==> config.mk <==
export PLATFORM = sky130hd
export DESIGN_NAME = fbjps_tracker
export DESIGN_NICKNAME = d
export VERILOG_FILES = /design/src/design/fbjps_pkg.sv /design/src/design/fbjps_tracker.sv
export SDC_FILE = /design/constraint.sdc
export NUM_CORES = 1
export LEC_CHECK = 0
export BUFFER_PORTS_ARGS = -buffer_cell sky130_fd_sc_hd__buf_4
export CAP_MARGIN = 5
export CORE_UTILIZATION = 30
export DETAILED_ROUTE_END_ITERATION = 7
export GPL_ROUTABILITY_DRIVEN = 0
export GPL_TIMING_DRIVEN = 0
export SLEW_MARGIN = 20
export SYNTH_ARGS = -nofsm -noshare
export SYNTH_HDL_FRONTEND = slang
export SYNTH_SLANG_ARGS = --single-unit
==> constraint.sdc <==
create_clock -name clk_i -period 6.1 [get_ports clk_i]
set_input_delay 1.22 -clock clk_i [delete_from_list [all_inputs] [get_ports clk_i]]
set_output_delay 1.22 -clock clk_i [all_outputs]
set_load 0.02 [all_outputs]
==> src/design/fbjps_pkg.sv <==
// ----------------------------------------------------------------------------
// fbjps_pkg: shared types and constants for the forward/backward jet selector
// Beat formats, momentum widths and the cosh lookup table built at elaboration.
// ----------------------------------------------------------------------------
`default_nettype none

package fbjps_pkg;

  localparam int unsigned PT_W      = 16;
  localparam int unsigned ETA_W     = 12;
  localparam int unsigned IDX_W     = 5;
  localparam int unsigned COUNT_W   = 2;
  localparam int unsigned COSH_W    = 24;
  localparam int unsigned MOM_W     = 40;
  localparam int unsigned ETA_LIMIT = 1536;
  localparam int unsigned ADDR_W    = $clog2(ETA_LIMIT + 1);

  // Per-step growth and decay factors of e^(k/256) and e^(-k/256), Q28 start
  localparam logic [63:0] EXP_UP_STEP   = 64'd16810027;
  localparam logic [63:0] EXP_DOWN_STEP = 64'd16744491;
  localparam logic [63:0] EXP_ONE       = 64'd1 << 28;
  localparam logic [63:0] ROUND_HALF    = 64'd4096;
  localparam int unsigned ROUND_SHIFT   = 13;

  localparam int unsigned TABLE_W = (ETA_LIMIT + 1) * COSH_W;

  localparam logic [COUNT_W-1:0] COUNT_NONE = 2'd0;
  localparam logic [COUNT_W-1:0] COUNT_ONE  = 2'd1;
  localparam logic [COUNT_W-1:0] COUNT_PAIR = 2'd2;

  typedef struct packed {
    logic [PT_W-1:0]         jet_pt;
    logic signed [ETA_W-1:0] jet_eta;
    logic                    has_jet;
    logic                    last;
  } in_beat_t;

  typedef struct packed {
    logic [IDX_W-1:0]   first_index;
    logic [IDX_W-1:0]   second_index;
    logic [COUNT_W-1:0] pair_count;
    logic               overflow;
  } out_beat_t;

  // One jet after the momentum multiply, as seen by the event tracker
  typedef struct packed {
    logic [MOM_W-1:0] mom;
    logic             eta_pos;
    logic             eta_neg;
    logic             has_jet;
    logic             last;
  } jet_item_t;

  // Step the two exponentials and pack cosh(k/256) in Q16, entry k at k*COSH_W
  function automatic logic [TABLE_W-1:0] build_cosh_table();
    logic [63:0]        up;
    logic [63:0]        down;
    logic [63:0]        sum;
    logic [TABLE_W-1:0] tab;
    up   = EXP_ONE;
    down = EXP_ONE;
    tab  = '0;
    for (int k = 0; k <= int'(ETA_LIMIT); k++) begin
      sum = up + down + ROUND_HALF;
      tab[k*COSH_W +: COSH_W] = sum[ROUND_SHIFT +: COSH_W];
      up   = up + ((up * EXP_UP_STEP) >> 32);
      down = down - ((down * EXP_DOWN_STEP) >> 32);
    end
    return tab;
  endfunction

  localparam logic [TABLE_W-1:0] COSH_TABLE = build_cosh_table();

endpackage

`default_nettype wire

==> src/design/fbjps_tracker.sv <==
// ----------------------------------------------------------------------------
// fbjps_tracker: per-event best-jet bookkeeping
// Keeps the best forward, best backward and top two jets of the event and
// forms the selection for the closing beat from the updated state.
// ----------------------------------------------------------------------------
`default_nettype none

module fbjps_tracker #(
  parameter int unsigned MAX_JETS = 32
) (
  input  wire logic                  clk_i,
  input  wire logic                  rst_ni,
  input  wire logic                  step_i,
  input  wire fbjps_pkg::jet_item_t  item_i,
  output fbjps_pkg::out_beat_t       result_o
);
  import fbjps_pkg::*;

  localparam int unsigned CNT_W = $clog2(MAX_JETS + 1);
  localparam int unsigned EXT_W = (CNT_W > IDX_W) ? CNT_W : IDX_W;

  typedef struct packed {
    logic [MOM_W-1:0] mom;
    logic [IDX_W-1:0] idx;
  } cand_t;

  logic [CNT_W-1:0] cnt_q, cnt_d;
  cand_t            fwd_q, fwd_d, bwd_q, bwd_d;
  cand_t            top1_q, top1_d, top2_q, top2_d;
  logic             fwd_found_q, fwd_found_d;
  logic             bwd_found_q, bwd_found_d;
  logic             ovf_q, ovf_d;

  logic [EXT_W-1:0] cnt_ext;
  cand_t            cur;
  logic             take;
  logic             fwd_upd, bwd_upd;
  logic             gt_top1, gt_top2;
  logic             fwd_first;
  logic [COUNT_W-1:0] count;

  // Index of the incoming jet, kept modulo 32
  assign cnt_ext  = EXT_W'(cnt_q);
  assign cur.mom  = item_i.mom;
  assign cur.idx  = cnt_ext[IDX_W-1:0];

  // Drop jets past capacity; a jet must beat the current best strictly
  assign take    = item_i.has_jet && (cnt_q < CNT_W'(MAX_JETS));
  assign fwd_upd = take && item_i.eta_pos && (item_i.mom > fwd_q.mom);
  assign bwd_upd = take && item_i.eta_neg && (item_i.mom > bwd_q.mom);
  assign gt_top1 = item_i.mom > top1_q.mom;
  assign gt_top2 = item_i.mom > top2_q.mom;

  // Next event state
  always_comb begin
    cnt_d       = cnt_q;
    fwd_d       = fwd_q;
    bwd_d       = bwd_q;
    top1_d      = top1_q;
    top2_d      = top2_q;
    fwd_found_d = fwd_found_q || fwd_upd;
    bwd_found_d = bwd_found_q || bwd_upd;
    ovf_d       = ovf_q || (item_i.has_jet && !take);
    if (fwd_upd) begin
      fwd_d = cur;
    end
    if (bwd_upd) begin
      bwd_d = cur;
    end
    if (take) begin
      cnt_d = cnt_q + CNT_W'(1);
      priority if (cnt_q == '0) begin
        top1_d = cur;
      end else if (gt_top1) begin
        top2_d = top1_q;
        top1_d = cur;
      end else if ((cnt_q == CNT_W'(1)) || gt_top2) begin
        top2_d = cur;
      end else begin
        // Hold both places for a jet that ranks below them
        top2_d = top2_q;
      end
    end
  end

  // Order the hemisphere pair from compares against the old state, in parallel
  always_comb begin
    priority if (fwd_upd) begin
      fwd_first = item_i.mom > bwd_q.mom;
    end else if (bwd_upd) begin
      fwd_first = fwd_q.mom > item_i.mom;
    end else begin
      fwd_first = fwd_q.mom > bwd_q.mom;
    end
  end

  // Form the selection from the updated state
  assign count = (cnt_d >= CNT_W'(2)) ? COUNT_PAIR : cnt_d[COUNT_W-1:0];

  always_comb begin
    result_o.overflow = ovf_d;
    if (fwd_found_d && bwd_found_d) begin
      result_o.pair_count   = COUNT_PAIR;
      result_o.first_index  = fwd_first ? fwd_d.idx : bwd_d.idx;
      result_o.second_index = fwd_first ? bwd_d.idx : fwd_d.idx;
    end else begin
      result_o.pair_count   = count;
      result_o.first_index  = (count != COUNT_NONE) ? top1_d.idx : '0;
      result_o.second_index = (count == COUNT_PAIR) ? top2_d.idx : '0;
    end
  end

  // Advance the state; clear it after the closing beat of an event
  always_ff @(posedge clk_i or negedge rst_ni) begin
    if (!rst_ni) begin
      cnt_q       <= '0;
      fwd_q       <= '0;
      bwd_q       <= '0;
      top1_q      <= '0;
      top2_q      <= '0;
      fwd_found_q <= 1'b0;
      bwd_found_q <= 1'b0;
      ovf_q       <= 1'b0;
    end else if (step_i) begin
      if (item_i.last) begin
        cnt_q       <= '0;
        fwd_q       <= '0;
        bwd_q       <= '0;
        top1_q      <= '0;
        top2_q      <= '0;
        fwd_found_q <= 1'b0;
        bwd_found_q <= 1'b0;
        ovf_q       <= 1'b0;
      end else begin
        cnt_q       <= cnt_d;
        fwd_q       <= fwd_d;
        bwd_q       <= bwd_d;
        top1_q      <= top1_d;
        top2_q      <= top2_d;
        fwd_found_q <= fwd_found_d;
        bwd_found_q <= bwd_found_d;
        ovf_q       <= ovf_d;
      end
    end
  end

endmodule

`default_nettype wire

==> impl_results.md <==
* Status: finished, final reports clean
* Chip height at 209.0 µm
* Max clock buf depth at 2
* CP Capture Type: primary output
* Hold Crit Class: reg -> reg
* First-pass GRT wire length at 59.11 mm
* TritonCTS clock tree: built
* Synthesized area at 12850 µm²
* # rows at 75
* Synth Area per Inst at 9.468 µm²
* Routed Antenna Nets at 0
* Post-CTS setup buffers at 0
* Post-synthesis sequential area ratio at 36.81%
* Die ar. at 43660 µm²
* Initial antenna violation count at 0
* #FFs+latches synth at 189
* Final setup violating endpoints at 0
* Peak Freq at 169.6 MHz
* Largest net degree at the start of global routing at 69
* Slew HR at 19.39%
* Worst Tran Pin Value at 1.201 ns
* Clock sinks at 189
* Clock Pin Slew Worst Setup and Hold Paths at 0.07 ns
* Lkg Pwr at 6.732 nW
* Core area at 42130 µm²
* Top cells by area, synth: dfrtp_1, ha_1, a22o_1
* Post-synth EDFFs at 0
* Initial drt markers at 722
* Worst Path Max Fanout at 10
* Synth cell types at 62
* Total vias in the final route at 10730
* Final non-filler cell area at 14690 µm²
* Slew Viols, Final at 0
* Fraction of layout cells with a size suffix above 1 at 8.834%
* RSZ-0062 raised after global routing: false
* Cell taking the most area after synthesis: dfrtp_1
* Routed WL at 36.65 mm
* Setup ws final at 0.2037 ns
* Die X at 209.0 µm
* Synth cell count leaders: ha_1, dfrtp_1, inv_1
* Util after Layout at 34.87%
* CP arrival at 4.68 ns
* Placed cell area at 14030 µm²
* Final net count at 1687
* Root cell of the clock tree: clkbuf_16
* Vias in the first global route at 10700
* Setup TNS Final at 0 ns
* Layout area overhead at 14.36%
* Worst VDD drop at 0.1511 mV
* Initial Utilization at 30.49%
* Ys async rst share at 100.0%
* MaxCap Viol Count at 0
* Count leader, synth: ha_1
* CTS H-tree depth at 4
* Mapped Cells at 1357
* Number of port buffers at 59
* Ys Warns at 0
* Post-synthesis net count at 1607
* Main flop type after synthesis: dfrtp_1
* HPWL after detailed placement at 27.70 mm
* Critical Path Source Type: input port
* Pre-CTS WS at -0.2769 ns
* Final Hold Fails at 0
* Skew-Pair Late Insertion Delay at 0.46 ns
* Total of fill cells in the finished design at 4226
* Total GRT Usage at 17.18%
* CTS buffer count at 17
* Final worst path period need at 5.896 ns
* Setup Skew at 0.01319 ns
* WL per Instance at 18.44 µm
* DRC viols at 0
* Vias per cell at 5.399
* I/O pins at 60
* Area share of the largest cell type after synthesis at 36.81%
* Initial DRT Pass Iterations at 5
* Setup Crit Path Kind: in -> out
* Total gr overflow at 0
* Worst Path Required at 4.88 ns
* N_diodes at 0
* Final period utilization at 96.66%
* PwrDens at 237.1 nW/µm²
[cell type report]
class	instances	area (µm²)	share of cell area [%]
timing repair buffer	61	505.5	3.440
inverter	178	668.1	4.547
multi-input combinational	932	7313	49.77
buffer	58	236.5	1.609
clock inverter	10	106.4	0.7238
clock buffer	21	460.4	3.134
sequential	189	4730	32.19
tap	539	674.4	4.590
[worst max-delay path: stages]
cell      delay (ns)
buf_4           0.16
inv_1           0.06
ha_1            0.32
nand4_1         0.21
nor4_4          0.50
nand4_1         0.29
a31oi_1         0.45
or4_1           0.24
buf_2           0.25
o211ai_2        0.13
o211ai_2        0.19
nor2_1          0.10
o41a_1          0.37
buf_4           0.18
[state kept, by name, indices dropped and copies added, names as in the netlist]
| register | cells |
|---|---|
| ovf_q | 1 |
| cnt_ext | 6 |
| top2_q | 45 |
| top1_q | 45 |
| fwd_q | 45 |
| fwd_found_q | 1 |
| bwd_found_q | 1 |
| bwd_q | 45 |
[kinds of logic after synthesis]
logic type               Yosys count  synth area share (%)
multiplexers                       3                0.2337
buffers and inverters            236                 7.031
AO/OA/AOI/OAI                    453                 25.45
adder cells (fa/ha/maj)          203                 19.77
XOR/XNOR                           3                0.2045
flip-flops                       189                 36.81
AND/OR/NAND/NOR                  270                 10.51
[per-stage QoR]
stage | hold WS, ns | cells | power, mW
after global placement | 0.4736 | 1955 | 2.343
after detailed placement | 0.4739 | 1957 | 2.370
after CTS | 0.4954 | 1988 | 3.508
final | 0.4917 | 1988 | 3.484
after global routing | 0.5074 | 1988 | 3.693
after floorplan | 0.4561 | 1357 | 2.024
[worst paths after layout]
kind	startpoint	endpoint	slack, ns	cells past startpoint
hold / removal	top2_q[13]	top2_q[13]	0.49	1
max in group asynchronous	rst_ni	top2_q[18]	4.34	3
setup / recovery	item_i[42]	result_o[9]	0.20	14
setup reg to reg	top2_q[35]	top2_q[33]	1.91	12
min in group asynchronous	rst_ni	bwd_q[38]	0.70	1
hold reg to reg	top2_q[13]	top2_q[13]	0.49	1
[metal layers]
metal / GRT usage (%) / up-vias / part of all wire [%]
li1: - / 5173 / -
met1: 23.65 / 5259 / 48
met2: 27.06 / 242 / 45
met3: 3.006 / 60 / 4.0
met4: 5.908 / 0 / 2.8
met5: 0 / - / 0
[cell usage in the layout, fill, tap and decap left out, types with 4 or more instances in the layout]
master and instances:
o211ai_1 11, and4_1 5, nor2_1 68, inv_1 178, nand4_1 37, a31oi_1 5
or3_1 5, clkinv_4 4, o21a_1 8, ha_1 203, o31ai_1 4, nand2_1 62
a221o_1 4, a22o_1 132, nor4_1 4, a211oi_1 8, nor3_1 18, o21ai_0 30
buf_2 11, nor2b_1 6, nand2b_1 7, clkbuf_16 17, buf_4 59, clkbuf_1 47
nand3_1 20, a211o_1 4, a221oi_1 6, a21o_1 14, o21ai_1 6, and2_1 9
or4_1 5, dfrtp_1 189, o22ai_1 15, o2bb2ai_1 41, and3_1 9, a21oi_1 129
[what timing repair did]
action,in CTS,in global routing
gates resized for setup,6,13
hold buffers,0,0
setup endpoints to repair,12,12
[report_power, final]
part	total [mW]	internal, mW	switching [mW]
Sequential	1.40	1.34	0.0593
Combinational	0.962	0.365	0.597
Clock	1.12	0.589	0.534
Total	3.48	2.29	1.19
Power figures use the tool's default switching activity.
